[config.mk]
export PLATFORM = sky130hd
export DESIGN_NAME = proxy_v2_header_decoder_core_flat
export DESIGN_NICKNAME = d
export VERILOG_FILES = /design/src/rtl/pv2d_pkg.sv /design/src/rtl/pv2d_ifs.sv /design/src/rtl/pv2d_header_track.sv /design/src/rtl/pv2d_result_stage.sv /design/src/rtl/proxy_v2_header_decoder_core.sv /design/src/flat_wrapper.sv
export SDC_FILE = /design/constraint.sdc
export NUM_CORES = 1
export LEC_CHECK = 0
export ABC_AREA = 0
export CAP_MARGIN = 20
export CORE_ASPECT_RATIO = 1.25
export CORE_UTILIZATION = 23
export DETAILED_ROUTE_END_ITERATION = 6
export DONT_BUFFER_PORTS = 1
export SYNTH_ARGS = -nofsm -noshare
export SYNTH_HDL_FRONTEND = slang
export SYNTH_SLANG_ARGS = --single-unit
export TNS_END_PERCENT = 30
[constraint.sdc]
create_clock -name clk -period 12.96 [get_ports clk]
set_input_delay 2.592 -clock clk [delete_from_list [all_inputs] [get_ports clk]]
set_output_delay 2.592 -clock clk [all_outputs]
set_load 0.02 [all_outputs]
[src/rtl/pv2d_pkg.sv]
// shared types and constants for the proxy v2 header decoder
// no dependencies; used by the interfaces and every module
package pv2d_pkg;

  localparam int SIG_BYTES = 12;
  localparam int HDR_BYTES = 28;
  localparam int POS_W     = 5;
  localparam int BYTE_W    = 8;
  localparam int NIB_W     = 4;
  localparam int LEN_W     = 16;
  localparam int ADDR_W    = 32;
  localparam int PORT_W    = 16;
  localparam int STAT_W    = 3;

  localparam logic [NIB_W-1:0] VERSION_2   = NIB_W'(2);
  localparam logic [NIB_W-1:0] CMD_LOCAL   = NIB_W'(0);
  localparam logic [NIB_W-1:0] CMD_PROXY   = NIB_W'(1);
  localparam logic [LEN_W-1:0] IPV4_LENGTH = LEN_W'(12);

  localparam logic [NIB_W-1:0] FAMILY_RESET   = NIB_W'(1);
  localparam logic [NIB_W-1:0] PROTOCOL_RESET = NIB_W'(1);

  typedef enum logic [0:0] {
    REG_FAMILY   = 1'b0,
    REG_PROTOCOL = 1'b1
  } reg_index_t;

  typedef enum logic [STAT_W-1:0] {
    ST_PROXY        = 3'd0,
    ST_HEALTH       = 3'd1,
    ST_BAD_SIG      = 3'd2,
    ST_BAD_VERSION  = 3'd3,
    ST_BAD_COMMAND  = 3'd4,
    ST_BAD_FAMILY   = 3'd5,
    ST_BAD_PROTOCOL = 3'd6,
    ST_BAD_LENGTH   = 3'd7
  } status_t;

  // header as seen when its last byte is accepted
  typedef struct packed {
    logic              sig_ok;
    logic [BYTE_W-1:0] ver_cmd;
    logic [BYTE_W-1:0] fam_proto;
    logic [LEN_W-1:0]  length;
    logic [ADDR_W-1:0] from_addr;
    logic [ADDR_W-1:0] to_addr;
    logic [PORT_W-1:0] from_port;
    logic [PORT_W-1:0] to_port;
  } hdr_t;

  typedef struct packed {
    logic [NIB_W-1:0] family;
    logic [NIB_W-1:0] protocol;
  } cfg_t;

  // standard v2 signature, indexed by byte position
  function automatic logic [BYTE_W-1:0] sig_byte(input logic [3:0] idx);
    logic [BYTE_W-1:0] b;
    case (idx)
      4'd0:    b = 8'h0D;
      4'd1:    b = 8'h0A;
      4'd2:    b = 8'h0D;
      4'd3:    b = 8'h0A;
      4'd4:    b = 8'h00;
      4'd5:    b = 8'h0D;
      4'd6:    b = 8'h0A;
      4'd7:    b = 8'h51;
      4'd8:    b = 8'h55;
      4'd9:    b = 8'h49;
      4'd10:   b = 8'h54;
      4'd11:   b = 8'h0A;
      default: b = 8'h00;
    endcase
    return b;
  endfunction

endpackage

[src/rtl/pv2d_ifs.sv]
// valid/ready channel interfaces for header bytes and decoded results
// depends on pv2d_pkg for field widths
interface pv2d_byte_if;
  logic                         valid;
  logic                         ready;
  logic [pv2d_pkg::BYTE_W-1:0]  data_byte;

  modport source (output valid, output data_byte, input ready);
  modport sink   (input valid, input data_byte, output ready);
endinterface

interface pv2d_result_if;
  logic                         valid;
  logic                         ready;
  logic [pv2d_pkg::STAT_W-1:0]  status;
  logic [pv2d_pkg::LEN_W-1:0]   address_length;
  logic [pv2d_pkg::ADDR_W-1:0]  source_address;
  logic [pv2d_pkg::ADDR_W-1:0]  destination_address;
  logic [pv2d_pkg::PORT_W-1:0]  source_port;
  logic [pv2d_pkg::PORT_W-1:0]  destination_port;

  modport source (output valid, output status, output address_length,
                  output source_address, output destination_address,
                  output source_port, output destination_port, input ready);
  modport sink   (input valid, input status, input address_length,
                  input source_address, input destination_address,
                  input source_port, input destination_port, output ready);
endinterface

[src/rtl/pv2d_header_track.sv]
// byte position counter, signature compare and big-endian field capture
// depends on pv2d_pkg
module pv2d_header_track (
  input  logic                        clk,
  input  logic                        rst,
  input  logic                        accept,
  input  logic [pv2d_pkg::BYTE_W-1:0] data_byte,
  output logic                        last,
  output pv2d_pkg::hdr_t              hdr
);
  import pv2d_pkg::*;

  localparam int FS0_W = 48;
  localparam int FS1_W = 56;

  logic [POS_W-1:0]  pos;
  logic              sig_ok;
  logic [BYTE_W-1:0] ver_cmd;
  logic [BYTE_W-1:0] fam_proto;
  logic [FS0_W-1:0]  fs0;
  logic [FS1_W-1:0]  fs1;
  logic [FS1_W+BYTE_W-1:0] fs1_full;

  assign last     = (pos == POS_W'(HDR_BYTES - 1));
  assign fs1_full = {fs1, data_byte};

  always_comb begin
    hdr.sig_ok    = sig_ok;
    hdr.ver_cmd   = ver_cmd;
    hdr.fam_proto = fam_proto;
    hdr.length    = fs0[FS0_W-1 -: LEN_W];
    hdr.from_addr = fs0[ADDR_W-1:0];
    hdr.to_addr   = fs1_full[FS1_W+BYTE_W-1 -: ADDR_W];
    hdr.from_port = fs1_full[2*PORT_W-1 -: PORT_W];
    hdr.to_port   = fs1_full[PORT_W-1:0];
  end

  always_ff @(posedge clk) begin
    if (rst) begin
      pos    <= '0;
      sig_ok <= 1'b1;
    end else if (accept) begin
      if (last) begin
        pos    <= '0;
        sig_ok <= 1'b1;
      end else begin
        pos <= pos + POS_W'(1);
        if (pos < POS_W'(SIG_BYTES) && data_byte != sig_byte(pos[3:0])) begin
          sig_ok <= 1'b0;
        end
      end
    end
  end

  // payload capture, no reset: every byte is rewritten before use
  always_ff @(posedge clk) begin
    if (accept && !last) begin
      if (pos == POS_W'(SIG_BYTES)) begin
        ver_cmd <= data_byte;
      end else if (pos == POS_W'(SIG_BYTES + 1)) begin
        fam_proto <= data_byte;
      end else if (pos > POS_W'(SIG_BYTES + 1) && pos < POS_W'(SIG_BYTES + 8)) begin
        fs0 <= {fs0[FS0_W-BYTE_W-1:0], data_byte};
      end else if (pos >= POS_W'(SIG_BYTES + 8)) begin
        fs1 <= {fs1[FS1_W-BYTE_W-1:0], data_byte};
      end
    end
  end

  a_pos_range: assert property (@(posedge clk) disable iff (rst)
    pos <= POS_W'(HDR_BYTES - 1))
    else $error("byte position past end of header");

  a_wrap: assert property (@(posedge clk) disable iff (rst)
    accept && last |=> pos == '0 && sig_ok)
    else $error("header state not cleared after last byte");

  a_hold: assert property (@(posedge clk) disable iff (rst)
    !accept |=> $stable(pos))
    else $error("byte position moved without an item");

endmodule

[src/rtl/pv2d_result_stage.sv]
// status checks and the result output register
// depends on pv2d_pkg
module pv2d_result_stage (
  input  logic             clk,
  input  logic             rst,
  input  logic             take,
  input  pv2d_pkg::hdr_t   hdr,
  input  pv2d_pkg::cfg_t   cfg,
  output logic             free,
  pv2d_result_if.source    result
);
  import pv2d_pkg::*;

  status_t           st;
  logic              valid;
  logic              valid_next;
  logic [NIB_W-1:0]  version;
  logic [NIB_W-1:0]  command;
  logic [NIB_W-1:0]  family;
  logic [NIB_W-1:0]  protocol;

  assign version  = hdr.ver_cmd[7:4];
  assign command  = hdr.ver_cmd[3:0];
  assign family   = hdr.fam_proto[7:4];
  assign protocol = hdr.fam_proto[3:0];

  // first failing check wins
  always_comb begin
    if (!hdr.sig_ok)                    st = ST_BAD_SIG;
    else if (version != VERSION_2)      st = ST_BAD_VERSION;
    else if (command == CMD_LOCAL)      st = ST_HEALTH;
    else if (command != CMD_PROXY)      st = ST_BAD_COMMAND;
    else if (family != cfg.family)      st = ST_BAD_FAMILY;
    else if (protocol != cfg.protocol)  st = ST_BAD_PROTOCOL;
    else if (hdr.length != IPV4_LENGTH) st = ST_BAD_LENGTH;
    else                                st = ST_PROXY;
  end

  assign free         = !valid || result.ready;
  assign valid_next   = take ? 1'b1 : (result.ready ? 1'b0 : valid);
  assign result.valid = valid;

  always_ff @(posedge clk) begin
    if (rst) begin
      valid <= 1'b0;
    end else begin
      valid <= valid_next;
    end
  end

  always_ff @(posedge clk) begin
    if (take) begin
      result.status              <= st;
      result.address_length      <= hdr.length;
      result.source_address      <= hdr.from_addr;
      result.destination_address <= hdr.to_addr;
      result.source_port         <= (st == ST_PROXY) ? hdr.from_port : '0;
      result.destination_port    <= (st == ST_PROXY) ? hdr.to_port : '0;
    end
  end

  a_ports_zero: assert property (@(posedge clk) disable iff (rst)
    valid && result.status != ST_PROXY |->
      result.source_port == '0 && result.destination_port == '0)
    else $error("ports not cleared on failing header");

  a_no_overwrite: assert property (@(posedge clk) disable iff (rst)
    take |-> free)
    else $error("result overwritten before it was taken");

endmodule

[src/rtl/proxy_v2_header_decoder_core.sv]
// a result appears in the cycle after the last header byte is accepted
// one byte per cycle while not stalled; a header is 28 bytes, one result each
// input is stalled only while a finished result waits at the output
// reset (rst, synchronous, active high): position 0, signature check armed,
// no result pending, expected family and protocol both 1
module proxy_v2_header_decoder_core (
  input  logic                       clk,
  input  logic                       rst,
  input  logic                       cfg_we,
  input  logic [0:0]                 cfg_index,
  input  logic [pv2d_pkg::NIB_W-1:0] cfg_data,
  pv2d_byte_if.sink                  hdr_byte,
  pv2d_result_if.source              result
);
  import pv2d_pkg::*;

  cfg_t  cfg;
  hdr_t  hdr;
  logic  last;
  logic  free;
  logic  accept;

  always_ff @(posedge clk) begin
    if (rst) begin
      cfg.family   <= FAMILY_RESET;
      cfg.protocol <= PROTOCOL_RESET;
    end else if (cfg_we) begin
      unique case (reg_index_t'(cfg_index))
        REG_FAMILY:   cfg.family   <= cfg_data;
        REG_PROTOCOL: cfg.protocol <= cfg_data;
        default:      ;
      endcase
    end
  end

  assign hdr_byte.ready = free;
  assign accept         = hdr_byte.valid && free;

  pv2d_header_track u_track (
    .clk       (clk),
    .rst       (rst),
    .accept    (accept),
    .data_byte (hdr_byte.data_byte),
    .last      (last),
    .hdr       (hdr)
  );

  pv2d_result_stage u_result (
    .clk    (clk),
    .rst    (rst),
    .take   (accept && last),
    .hdr    (hdr),
    .cfg    (cfg),
    .free   (free),
    .result (result)
  );

  a_stall_only_full: assert property (@(posedge clk) disable iff (rst)
    !hdr_byte.ready |-> result.valid)
    else $error("input stalled with empty output");

  a_result_on_last: assert property (@(posedge clk) disable iff (rst)
    accept && last |=> result.valid)
    else $error("last byte gave no result");

endmodule

[src/flat_wrapper.sv]
// flat-port wrapper written by rule: the top's interface ports become plain ports
module proxy_v2_header_decoder_core_flat import pv2d_pkg::*;
  (clk, rst, cfg_we, cfg_index, cfg_data, hdr_byte_valid, hdr_byte_data_byte, hdr_byte_ready, result_valid, result_status, result_address_length, result_source_address, result_destination_address, result_source_port, result_destination_port, result_ready);
  pv2d_byte_if hdr_byte_i ();
  pv2d_result_if result_i ();
  input  logic clk;
  input  logic rst;
  input  logic cfg_we;
  input  logic [0:0] cfg_index;
  input  logic [pv2d_pkg::NIB_W-1:0] cfg_data;
  input wire logic [$bits(hdr_byte_i.valid)-1:0] hdr_byte_valid;
  input wire logic [$bits(hdr_byte_i.data_byte)-1:0] hdr_byte_data_byte;
  output wire logic [$bits(hdr_byte_i.ready)-1:0] hdr_byte_ready;
  output wire logic [$bits(result_i.valid)-1:0] result_valid;
  output wire logic [$bits(result_i.status)-1:0] result_status;
  output wire logic [$bits(result_i.address_length)-1:0] result_address_length;
  output wire logic [$bits(result_i.source_address)-1:0] result_source_address;
  output wire logic [$bits(result_i.destination_address)-1:0] result_destination_address;
  output wire logic [$bits(result_i.source_port)-1:0] result_source_port;
  output wire logic [$bits(result_i.destination_port)-1:0] result_destination_port;
  input wire logic [$bits(result_i.ready)-1:0] result_ready;
  assign hdr_byte_i.valid = hdr_byte_valid;
  assign hdr_byte_i.data_byte = hdr_byte_data_byte;
  assign hdr_byte_ready = hdr_byte_i.ready;
  assign result_valid = result_i.valid;
  assign result_status = result_i.status;
  assign result_address_length = result_i.address_length;
  assign result_source_address = result_i.source_address;
  assign result_destination_address = result_i.destination_address;
  assign result_source_port = result_i.source_port;
  assign result_destination_port = result_i.destination_port;
  assign result_i.ready = result_ready;
  proxy_v2_header_decoder_core u_core (.clk(clk), .rst(rst), .cfg_we(cfg_we), .cfg_index(cfg_index), .cfg_data(cfg_data), .hdr_byte(hdr_byte_i), .result(result_i));
endmodule
Yosys cells after proc, flatten, opt, wreduce, memory -nomap -nowiden
Memories as Yosys holds them, arrays and structs flattened. A register that Yosys moved wholly into a read port is not among the register bits.
Index checks and enable logic that the tools add are counted.
{"block": "word_totals", "mem_bits_ro": 96, "out_inout_bits": 117, "word_cells": 70, "input_bits": 18, "memories": 1, "reg_bits": 250}
{"block": "classes", "bitwise": 4, "add_sub_neg": 1, "magnitude_cmp": 4, "eq_ne": 9, "reduce_logical": 19, "mux": 17}
{"memory": "(no name shown)", "words": 16, "word_bits": 6, "read_ports": 1, "rd_clocked_by_memory_dff": 1, "wr": 0, "line": "pv2d_pkg.sv:59", "rtl": "case (idx)"}
{"cell": "two-way mux 8 bit", "count": 3}
{"cell": "two-way mux 3 bit", "count": 7}
{"cell": "inequality test 16 x 4 -> 1 bit (second input constant)", "count": 1}
{"cell": "== test 5 x 4 -> 1 bit (second input constant)", "count": 2}
{"cell": "two-way mux 4 bit", "count": 2}
{"cell": "inequality test 4 bit", "count": 2}
{"cell": "inequality test 8 bit", "count": 1}
{"cell": "AND reduction 2 bit", "count": 4}
{"cell": "adder 5 x 1 -> 5 bit (second input constant)", "count": 1}
{"cell": "== test 5 bit (second input constant)", "count": 1}
{"cell": "greater-or-equal comparator 5 bit (second input constant)", "count": 1}
{"cell": "> comparator 5 x 4 -> 1 bit (second input constant)", "count": 1}
{"cell": "logical AND 1 bit", "count": 5}
{"cell": "less-than comparator 5 x 4 -> 1 bit (second input constant)", "count": 1}
{"cell": "less-than comparator 5 bit (second input constant)", "count": 1}
{"cell": "two-way mux 5 bit", "count": 1}
{"cell": "AND reduction 5 bit", "count": 1}
{"cell": "logical NOT 4 bit", "count": 1}
{"cell": "two-way mux 1 bit", "count": 4}
{"cell": "inequality test 4 x 1 -> 1 bit (second input constant)", "count": 1}
{"cell": "inequality test 4 x 2 -> 1 bit (second input constant)", "count": 1}
{"cell": "NOT 1 bit", "count": 4}
{"cell": "AND reduction 4 bit", "count": 1}
{"cell": "nonzero test 2 bit", "count": 2}
{"cell": "4 further kinds", "count": 5}

Depth between registers and ports, before layout
Gate-level depths: netlist of the first run.
{"block": "depth", "ltp_word": 9, "depth_mapped": 9, "mapped_depth_nobuf": 8}

Hierarchy
A second synthesis of the first run with hierarchy kept.
{"block": "unflattened", "cells_unflattened": 478, "hier_area_um2": 9081.2}
{"mod": "pv2d_header_track", "n_inst": 1, "seq_area_each_um2": 3843.7, "area_each_um2": 4520.6, "cells_each": 225}
{"mod": "pv2d_result_stage", "n_inst": 1, "seq_area_each_um2": 3473.3, "area_each_um2": 4205.3, "cells_each": 219}
{"mod": "proxy_v2_header_decoder_core", "n_inst": 1, "seq_area_each_um2": 160.2, "area_each_um2": 355.3, "cells_each": 34}

Least setup slack after synthesis of the first run
No wires, ideal clock.
{"block": "synth_timing", "kind": "input port to flip-flop", "start": "input result_ready", "end": "register u_core.u_result.result.address_length[0], enable pin", "stages": 4, "setup_ns": 0.594, "setup_slack_ns": 4.528, "arrival_ns": 7.838, "n_path_buf": 1, "t_required_ns": 12.366, "path_cell_list": "nand2b_1 > buf_6 > nand2_1 > nor2_1"}
{"block": "synth_via", "elab_chain_len": 3}
{"item": "from (decl)", "line": "flat_wrapper.sv:21", "rtl": "input wire logic [$bits(result_i.ready)-1:0] result_ready;"}
{"item": "logical OR 1 bit", "line": "pv2d_result_stage.sv:39", "rtl": "assign free = !valid || result.ready;"}
{"item": "via hdr_byte_ready", "line": "flat_wrapper.sv:13", "rtl": "output wire logic [$bits(hdr_byte_i.ready)-1:0] hdr_byte_ready;"}
{"item": "logical AND 1 bit", "line": "proxy_v2_header_decoder_core.sv:37", "rtl": "assign accept = hdr_byte.valid && free;"}
{"item": "logical AND 1 bit", "line": "proxy_v2_header_decoder_core.sv:51", "rtl": ".take (accept && last),"}
{"item": "via u_core.u_result.take", "line": "pv2d_result_stage.sv:6", "rtl": "input logic take,"}
{"item": "to (signal assigned)", "line": "pv2d_result_stage.sv:54", "rtl": "result.address_length <= hdr.length;"}
{"item": "to (decl)", "line": "pv2d_ifs.sv:22", "rtl": "modport source (output valid, output status, output address_length,"}
The timed path passes the listed nets, and every way through them passes these cells.
A chain may end at the register's enable or synchronous reset.

Final worst setup path of the first run
{"block": "layout_timing", "start": "input result_ready", "end": "output hdr_byte_ready"}
{"block": "layout_via", "elab_chain_len": 1}
{"item": "logical OR 1 bit", "line": "pv2d_result_stage.sv:39"}
{"item": "to (decl)", "line": "flat_wrapper.sv:13"}
Every way passes these cells.

==> impl_metrics.env, run 1 <==
export IMPL_slowest_stage="nand2b_1"
export IMPL_ant_nets=0
export IMPL_ys_ff_latch=256
export IMPL_yosysWarnings=0
export IMPL_syn_cell_area_um2=8680
export IMPL_io_pins=135
export IMPL_rrSetupSlack_ns=9.70
export IMPL_finalHoldViolCount=0
export IMPL_gp_congestion=0.750
export IMPL_synth_area_leaders="edfxtp_1 81%, dfxtp_1 4.8%, and2_1 2.4%, ha_1 1.2%, xor2_1 1.1%"
export IMPL_reg2regPathDepth=5
export IMPL_grt_util_all_layers=0.0814
export IMPL_setup_slack_ns=7.33
export IMPL_drt_iter0_drc=190
export IMPL_die_x_um=176
export IMPL_powerDensity_nw_per_um2=162
export IMPL_hpwlAfterDp_um=10400
export IMPL_critical_path_class="primary input to output port"
export IMPL_critPathCapture="hdr_byte_ready"
export IMPL_leakagePower_uw=0.00318
export IMPL_cts_resized=0
export IMPL_startpoint="result_ready"
export IMPL_cts_sink_count=256
export IMPL_status="finished, final reports clean"
export IMPL_muxShareOfSynthArea=0.00706
export IMPL_min_period_ns=5.63
export IMPL_yosys_area_top_type_share=0.813
export IMPL_seq_area_frac_synth=0.861
export IMPL_ys_types=45
export IMPL_cts_buffers=26
export IMPL_syn_inst=428
export IMPL_detailedPlace_worstSlack_ns=7.22
export IMPL_yosys_area_share_simple=0.0707
export IMPL_synth_most_common_cell="edfxtp_1"
export IMPL_cts_max_path_buffers=3
export IMPL_cts_clk_slew_worst_paths_ns=0.06
export IMPL_wire_per_inst_um=16.9
export IMPL_crit_family="simple AND/OR/NAND/NOR gates"
export IMPL_yosys_area_share_adder=0.0115
export IMPL_drc=0
export IMPL_cp_cell_sequence="nand2b_1"
export IMPL_synth_main_ff_cell="edfxtp_1"
export IMPL_clk_latency_ns=0.54
export IMPL_max_freq_mhz=178
export IMPL_ir_drop_mv=0.0874
export IMPL_layout_nets=478
export IMPL_drt_wl_total_um=16200
export IMPL_grt_overflow_total=0
export IMPL_max_stage_delay_ns=0.44
export IMPL_rr_startpoint="u_core.u_result.result.valid"
export IMPL_finalSetupViolations=0
export IMPL_slew_limit_headroom=0.316
export IMPL_grt_max_degree=85
export IMPL_async_flop_share=0
export IMPL_seq_area_um2=7480
export IMPL_finalCritPeriodShare=0.434
export IMPL_nFillCells=3753
export IMPL_synthTopCellsByCount="235 x edfxtp_1, 33 x and2_1, 21 x dfxtp_1"
export IMPL_synth_area_leader_cell="edfxtp_1"
export IMPL_worstMarginPinSlew_ns=1.02
export IMPL_grt_pass1_wl_um=23200
export IMPL_cp_arrival_ns=3.03
export IMPL_drv_cap=0
export IMPL_port_buffers=0
export IMPL_cp_end_kind="output port"
export IMPL_die_h_um=219
export IMPL_syn_to_final_growth_pct=16.9
export IMPL_antenna_found_initial=0
export IMPL_vias_per_cell=3.80
export IMPL_die_area_um2=38500
export IMPL_synth_top_family_by_area="simple AND/OR/NAND/NOR gates"
export IMPL_grt_pass1_vias=3656
export IMPL_path_depth=1
export IMPL_post_cts_buffers=0
export IMPL_cts_tree="done"
export IMPL_worstHoldPathType="register to register"
export IMPL_layout_drive_gt1_share=0.119
export IMPL_rsz0062_at_grt="no"
export IMPL_cts_root_buffer="clkbuf_16"
export IMPL_multi_input_area_um2=1140
export IMPL_required_ns=10.37
export IMPL_tns_ns=0
export IMPL_synth_xor_area_share=0.0151
export IMPL_place_inst=909
export IMPL_final_cells=957
export IMPL_drtPass1Iterations=4
export IMPL_clock_skew_final_ns=0.0198
export IMPL_synth_compound_area_share=0.0241
export IMPL_route_vias_total=3640
export IMPL_crit_fanout=11
export IMPL_rr_endpoint="u_core.u_result.result.address_length[11]"
export IMPL_core_um2=37200
export IMPL_postSynthAreaPerCell_um2=20.3
export IMPL_rows=79
export IMPL_startpoint_type="primary input"
export IMPL_finalMaxSlewViolations=0
export IMPL_hold_buffers=0
export IMPL_syn_nets=454
export IMPL_synth_edf_count=235
export IMPL_path_buf_inv=0
export IMPL_htreeDepth=1
export IMPL_start_util=0.234
-- state kept, by name, summed over array words and instances, names as in the netlist, 3 cells and up, named ones only --
name and count:
u_core.u_track.fs1 56, u_core.u_track.fs0 48, u_core.u_result.result.destination_address 32, u_core.u_result.result.source_address 32
u_core.u_result.result.address_length 16, u_core.u_result.result.destination_port 16, u_core.u_result.result.source_port 16, u_core.cfg 8
u_core.u_track.fam_proto 8, u_core.u_track.ver_cmd 8, u_core.u_track.pos 5, u_core.u_result.result.status 3
-- placed cells by master, fill, tap and decap left out, drive strengths merged, types with 2 or more instances in the layout --
cell        n
inv        10
o21ai       5
clkinvlp    3
clkbuf     29
a211o       4
xor2       11
xnor2       4
nand3b      2
and2       33
nor4        3
mux2i       5
nor3        4
nand4b      2
nand3       6
nor2b       6
and3        4
bufinv      2
o32ai       2
clkinv      8
buf         5
nor2       12
dfxtp      21
nor4b       4
edfxtp    235
nand2      11
a21oi       9
o31ai       2
nand4       4
ha          8
nand2b      5
-- where the power goes --
group	switching [uW]	total, uW	internal (uW)	leakage, uW
sequential	2.20	894	892	0.00229
combinational	7.25	13.8	6.54	0.000481
clock	309	732	422	0.000406
-- logic make-up (layout without fill, tap and decap cells) --
logic type,count (synthesis),in the layout
multiplexers,6,6
buffers and inverters,15,57
XOR/XNOR,15,15
AO/OA/AOI/OAI,29,29
adder cells (fa/ha/maj),8,8
flip-flops,256,256
AND/OR/NAND/NOR,99,99
other,0,1
-- through the flow --
stage	utilization	area (um^2)	total power (uW)	hold slack (ns)
global placement	0.250	9280	926	0.402
detailed placement	0.250	9280	926	0.406
finish	0.273	10100	1640	0.421
floorplan	-	8680	924	0.400
CTS	0.272	10100	1670	0.421
global route	0.273	10100	1700	0.435
-- per-layer routing --
metal | track usage | vias to the layer above | wire [um]
li1 | - | 1689 | -
met1 | 0.0925 | 1790 | 6550
met2 | 0.132 | 127 | 7730
met3 | 0.0333 | 34 | 1370
met4 | 0.0397 | 0 | 545
met5 | 0 | - | 0
-- worst min path at each step --
| stage | start | endpoint | slack [ns] | cells after the start |
|---|---|---|---|---|
| 2_1_floorplan | u_core.u_track.fs1[48] | u_core.u_result.result.destination_address[24] | 0.40 | 0 |
| 3_3_place_gp | u_core.u_track.fs1[51] | u_core.u_result.result.destination_address[27] | 0.40 | 0 |
| 3_5_place_dp | u_core.u_track.fs1[53] | u_core.u_result.result.destination_address[29] | 0.41 | 0 |
| 4_1_cts | u_core.u_track.fs1[53] | u_core.u_result.result.destination_address[29] | 0.42 | 0 |
| 5_1_grt | u_core.u_track.fs1[52] | u_core.u_result.result.destination_address[28] | 0.43 | 0 |
| 6_report | u_core.u_track.fs1[53] | u_core.u_result.result.destination_address[29] | 0.42 | 0 |
-- cell type report --
| cell class | instances | share of cell area |
|---|---|---|
| antenna | 1 | 0.000247 |
| clock buffer | 29 | 0.0673 |
| clock inverter | 17 | 0.0157 |
| inverter | 6 | 0.00222 |
| multi-input combinational | 157 | 0.112 |
| sequential | 256 | 0.737 |
| tap | 486 | 0.0599 |
| timing repair buffer | 5 | 0.00567 |
Power figures use the tool's default switching activity.
==> run 2: changes to the inputs <==
Settings changed: ABC_AREA 0 to 1.
Clock period 12.96 ns to 5 ns, I/O delays scaled along.
==> run 2 against run 1 <==
Register-to-register slack got worse by 7.1 ns. Clock skew grew 0.0015 ns. Setup slack got worse by 4.8 ns. Critical endpoint is now u_core.u_track.fs0[11]. Highest routed layer is now met5.
==> impl_metrics.env, run 2 <==
export IMPL_cts_buffers=27
export IMPL_grt_overflow_total=0
export IMPL_drc=0
export IMPL_drv_cap=0
export IMPL_yosysWarnings=0
export IMPL_status="finished, final reports clean"
export IMPL_grt_pass1_wl_um=24000
export IMPL_hold_buffers=0
export IMPL_rows=81
export IMPL_grt_util_all_layers=0.0796
export IMPL_async_flop_share=0
export IMPL_die_x_um=180
export IMPL_min_period_ns=2.46
export IMPL_cp_end_kind="register"
export IMPL_grt_max_degree=116
export IMPL_synthTopCellsByCount="235 x edfxtp_1, 79 x inv_1, 67 x nand2_1"
export IMPL_finalHoldViolCount=0
export IMPL_synth_most_common_cell="edfxtp_1"
export IMPL_worstHoldPathType="register to register"
export IMPL_largest_register="u_core.u_track.fs1"
export IMPL_drt_iter0_drc=293
export IMPL_final_common_cell="edfxtp_1"
export IMPL_core_um2=39100
export IMPL_synth_area_leaders="edfxtp_1 77%, dfxtp_1 4.6%, nor2_4 4.1%, inv_1 3.3%, nand2_1 2.8%"
export IMPL_cts_tree="done"
export IMPL_route_vias_total=4052
export IMPL_tns_ns=0
export IMPL_ant_nets=0
export IMPL_seq_area_frac_synth=0.821
export IMPL_cts_clk_slew_worst_paths_ns=0.06
export IMPL_syn_inst=547
export IMPL_final_util=0.269
export IMPL_powerDensity_nw_per_um2=403
export IMPL_top_regs="u_core.u_track.fs1 x56, u_core.u_track.fs0 x48"
export IMPL_max_stage_delay_ns=0.63
export IMPL_finalSetupViolations=0
export IMPL_ir_drop_mv=0.182
export IMPL_worstMarginPinSlew_ns=1.05
export IMPL_rsz0062_at_grt="no"
export IMPL_synth_area_leader_cell="edfxtp_1"
export IMPL_port_buffers=0
export IMPL_syn_nets=573
export IMPL_mostFrequentLayoutCells="235 x edfxtp_1, 78 x inv_1, 67 x nand2_1"
export IMPL_antenna_cells=0
export IMPL_ys_types=31
export IMPL_post_cts_buffers=0
export IMPL_leakagePower_uw=0.00360
export IMPL_yosys_area_top_type_share=0.775
export IMPL_max_freq_mhz=407
export IMPL_synth_edf_count=235
export IMPL_wire_per_inst_um=14.8
export IMPL_cp_arrival_ns=2.65
export IMPL_die_area_um2=40400
export IMPL_die_h_um=224
export IMPL_layout_nets=600
export IMPL_layout_drive_gt1_share=0.169
export IMPL_startpoint_type="primary input"
export IMPL_io_pins=135
export IMPL_vias_per_cell=3.71
export IMPL_htreeDepth=1
export IMPL_drt_wl_total_um=16100
export IMPL_drtPass1Iterations=4
export IMPL_start_util=0.233
export IMPL_syn_to_final_growth_pct=15.6
export IMPL_gp_congestion=0.754
export IMPL_ys_ff_latch=256
export IMPL_antenna_found_initial=1
export IMPL_nFillCells=3909
export IMPL_clk_latency_ns=0.53
export IMPL_power_uw=4240
export IMPL_finalMaxSlewViolations=0
export IMPL_syn_cell_area_um2=9110
export IMPL_synth_main_ff_cell="edfxtp_1"
export IMPL_slew_limit_headroom=0.298
export IMPL_finalCritPeriodShare=0.492
export IMPL_postSynthAreaPerCell_um2=16.7
export IMPL_cp_cell_sequence="inv_2, a21boi_2, nand2_1, inv_1, o2111a_2, buf_4"
export IMPL_final_cells=1091
export IMPL_cts_resized=0
export IMPL_cts_sink_count=256
export IMPL_largest_reg_flops=56
export IMPL_place_inst=1043
export IMPL_crit_fanout=25
export IMPL_cts_max_path_buffers=3
export IMPL_required_ns=5.19
export IMPL_slowest_stage="o2111a_2"
export IMPL_clock_skew_final_ns=0.0213
export IMPL_cts_root_buffer="clkbuf_16"
export IMPL_hpwlAfterDp_um=10800
export IMPL_grt_pass1_vias=4069
export IMPL_critical_path_class="primary input to register"
export IMPL_hold_ws_ns=0.419
## run 2: changes by cell type in the layout (fill, tap and decap cells not counted), sizes merged, moves of 7 or more
cell / change
and2: -32
xor2: -9
nor2: +52
inv: +81
nand2: +65
o21ai: +7
## run 2: metrics by stage
step / setup slack [ns] / cell area, um^2
after global placement: 1.97 / 9700
after CTS: 2.48 / 10500
after detailed placement: 1.91 / 9700
after floorplan: 0.854 / 9110
final: 2.54 / 10500
after global routing: 2.36 / 10500
## run 2: cell type report
type | count | area (um^2) | area share
clock inverter | 18 | 149 | 0.0141
clock buffer | 30 | 687 | 0.0652
inverter | 86 | 328 | 0.0311
sequential | 256 | 7480 | 0.710
timing repair buffer | 2 | 15.0 | 0.00143
multi-input combinational | 201 | 1250 | 0.119
tap | 498 | 623 | 0.0592
## run 2: worst paths after layout
| path | startpoint | endpoint | slack [ns] | cells after the start |
|---|---|---|---|---|
| setup reg to reg | u_core.u_track.pos[0] | u_core.u_track.fs0[11] | 2.58 | 6 |
| setup / recovery | result_ready | u_core.u_track.fs0[11] | 2.54 | 6 |
| hold / removal | u_core.u_track.fs1[54] | u_core.u_result.result.destination_address[30] | 0.42 | 0 |
| hold reg to reg | u_core.u_track.fs1[54] | u_core.u_result.result.destination_address[30] | 0.42 | 0 |
## run 2: per-layer routing
layer | wire [um] | track usage | up-vias | share of wire
met1 | 6100 | 0.0822 | 1920 | 0.38
met5 | 12 | 0 | - | 0.00074
li1 | - | - | 1938 | -
met2 | 7930 | 0.139 | 148 | 0.49
met3 | 1520 | 0.0337 | 44 | 0.094
met4 | 584 | 0.0387 | 2 | 0.036
## run 2: logic make-up after synthesis
| family | share of synthesized area |
|---|---|
| fa+ha+maj | 0.0110 |
| xor+xnor | 0.00481 |
| compound gates | 0.0209 |
| buf+inv | 0.0426 |
| simple gates | 0.0999 |
| flops | 0.821 |
## run 2: report_power, final
group	internal [uW]	total [uW]	switching (uW)
clock network	1060	1870	816
registers	2310	2320	5.84
logic	17.7	49.0	31.2
## run 2: worst max-delay path: cells and delay by family
| kind | cells | cell delay (ns) |
|---|---|---|
| buf+inv | 3 | 0.59 |
| compound gates | 2 | 0.84 |
| simple gates | 1 | 0.20 |
==> run 3: changes to the inputs <==
Clock period 5 ns to 2.3 ns, I/O delays scaled along.
==> run 3 against run 2 <==
Critical path depth increased by 3. Core utilization increased by 0.58 points. First-iteration DRC count decreased by 6.8%. Via count increased by 3.8%. Final cell count increased by 1.2%. Critical path type is now register to register. Largest power group unchanged.
==> impl_metrics.env, run 3 (synthesis gave the netlist of run 2 again) <==
export IMPL_post_cts_buffers=0
export IMPL_cts_tree="done"
export IMPL_cts_max_path_buffers=3
export IMPL_drt_met1_wl_um=6680
export IMPL_min_period_ns=2.00
export IMPL_clock_skew_final_ns=0.00757
export IMPL_layout_drive_gt1_share=0.175
export IMPL_hpwlAfterDp_um=10700
export IMPL_cp_end_kind="register"
export IMPL_nFillCells=3912
export IMPL_cts_root_buffer="clkbuf_16"
export IMPL_die_h_um=224
export IMPL_grt_util_all_layers=0.0826
export IMPL_drv_cap=0
export IMPL_drc=0
export IMPL_max_freq_mhz=499
export IMPL_grt_max_degree=88
export IMPL_final_common_cell="edfxtp_1"
export IMPL_top_regs="u_core.u_track.fs1 x56, u_core.u_track.fs0 x48"
export IMPL_rows=81
export IMPL_wl_met3_um=1660
export IMPL_rr_startpoint="u_core.u_result.result.valid"
export IMPL_powerDensity_nw_per_um2=873
export IMPL_min_delay_start="cfg_data[0]"
export IMPL_grt_pass1_vias=4058
export IMPL_cts_clk_slew_worst_paths_ns=0.06
export IMPL_hold_path_end="u_core.cfg[4]"
export IMPL_final_cells=1104
export IMPL_worstMarginPinSlew_ns=0.683
export IMPL_route_vias_total=4208
export IMPL_ant_nets=0
export IMPL_required_ns=2.73
export IMPL_drtPass1Iterations=4
export IMPL_antenna_found_initial=1
export IMPL_clk_latency_ns=0.53
export IMPL_vias_per_cell=3.81
export IMPL_drt_wl_total_um=17000
export IMPL_wire_per_inst_um=15.4
export IMPL_cts_resized=0
export IMPL_maxUsedRoutingLayer="met5"
export IMPL_slew_limit_headroom=0.543
export IMPL_critical_path_class="register to register"
export IMPL_dr_wl_met2_um=8140
export IMPL_htreeDepth=1
export IMPL_rsz0062_at_grt="no"
export IMPL_antenna_cells=0
export IMPL_finalSetupViolations=0
export IMPL_startpoint_type="register"
export IMPL_io_pins=135
export IMPL_grt_pass1_wl_um=25000
export IMPL_cts_sink_count=256
export IMPL_cts_buffers=26
export IMPL_start_util=0.233
export IMPL_die_area_um2=40400
export IMPL_largest_register="u_core.u_track.fs1"
export IMPL_worstHoldPathType="primary input to register"
export IMPL_layout_nets=614
export IMPL_hold_buffers=9
export IMPL_grt_overflow_total=0
export IMPL_cp_arrival_ns=2.43
export IMPL_ir_drop_mv=0.364
export IMPL_place_inst=1049
export IMPL_leakagePower_uw=0.00368
export IMPL_tns_ns=0
export IMPL_syn_to_final_growth_pct=18.1
export IMPL_die_x_um=180
export IMPL_port_buffers=0
export IMPL_hold_ws_ns=0.0680
export IMPL_largest_reg_flops=56
export IMPL_drt_iter0_drc=273
export IMPL_mostFrequentLayoutCells="235 x edfxtp_1, 78 x inv_1, 66 x nand2_1"
export IMPL_crit_fanout=5
export IMPL_gp_congestion=0.745
export IMPL_status="finished, final reports clean"
export IMPL_reg2regPathDepth=9
export IMPL_finalHoldViolCount=0
export IMPL_rrSetupSlack_ns=0.30
export IMPL_finalCritPeriodShare=0.870
export IMPL_core_um2=39100
export IMPL_hold_depth=2
export IMPL_finalMaxSlewViolations=0
==> run 3: cell count changes in the layout (fill, tap and decap cells not counted), sizes merged <==
cell	before	now
buf	2	8
bufinv	1	3
clkbuf	30	29
clkinvlp	3	4
dlygate4sd3	0	9
inv	91	87
==> run 3: layout make-up <==
cell class | count | area (um^2) | area share
multi-input combinational | 201 | 1270 | 0.119
clock buffer | 29 | 683 | 0.0635
sequential | 256 | 7480 | 0.695
tap | 498 | 623 | 0.0579
timing repair buffer | 17 | 200 | 0.0186
inverter | 86 | 327 | 0.0304
clock inverter | 17 | 170 | 0.0158
==> run 3: worst max path at each step <==
stage / startpoint / end / cells past startpoint
2_1_floorplan: u_core.u_track.pos[1] / u_core.u_result.result.address_length[0] / 5
3_3_place_gp: u_core.u_result.result.valid / register / 9
3_5_place_dp: hdr_byte_valid / register / 9
4_1_cts: u_core.u_result.result.valid / register / 9
5_1_grt: u_core.u_result.result.valid / register / 9
6_report: u_core.u_result.result.valid / register / 9
==> run 3: per-layer routing <==
metal | global-route usage | up-vias
met5 | 0 | -
met4 | 0.0348 | 2
met3 | 0.0374 | 40
met2 | 0.136 | 145
met1 | 0.0921 | 2050
li1 | - | 1971
==> run 3: power breakdown <==
part	internal (uW)	switching [uW]
Clock	2470	1740
Combinational	52.0	89.7
Sequential	5030	14.1
Total	7560	1840
==> run 3: critical path: stages (launching register included) <==
cell,delay [ns]
dfxtp_1,0.51
nand2_1,0.12
nand2_1,0.18
o21ai_0,0.14
a21oi_1,0.35
inv_1,0.13
ha_1,0.30
nand2_1,0.05
nand2_1,0.06
nand2_1,0.04
==> run 3: per-stage QoR <==
step	area (um^2)	setup slack, ns	total power [uW]	utilization
4_1_cts	10800	0.316	9570	0.275
3_5_place_dp	9810	0.320	5260	0.251
3_3_place_gp	9810	0.419	5250	0.251
6_report	10800	0.298	9400	0.275
2_1_floorplan	9150	-0.480	5230	-
5_1_grt	10800	0.0748	9730	0.275
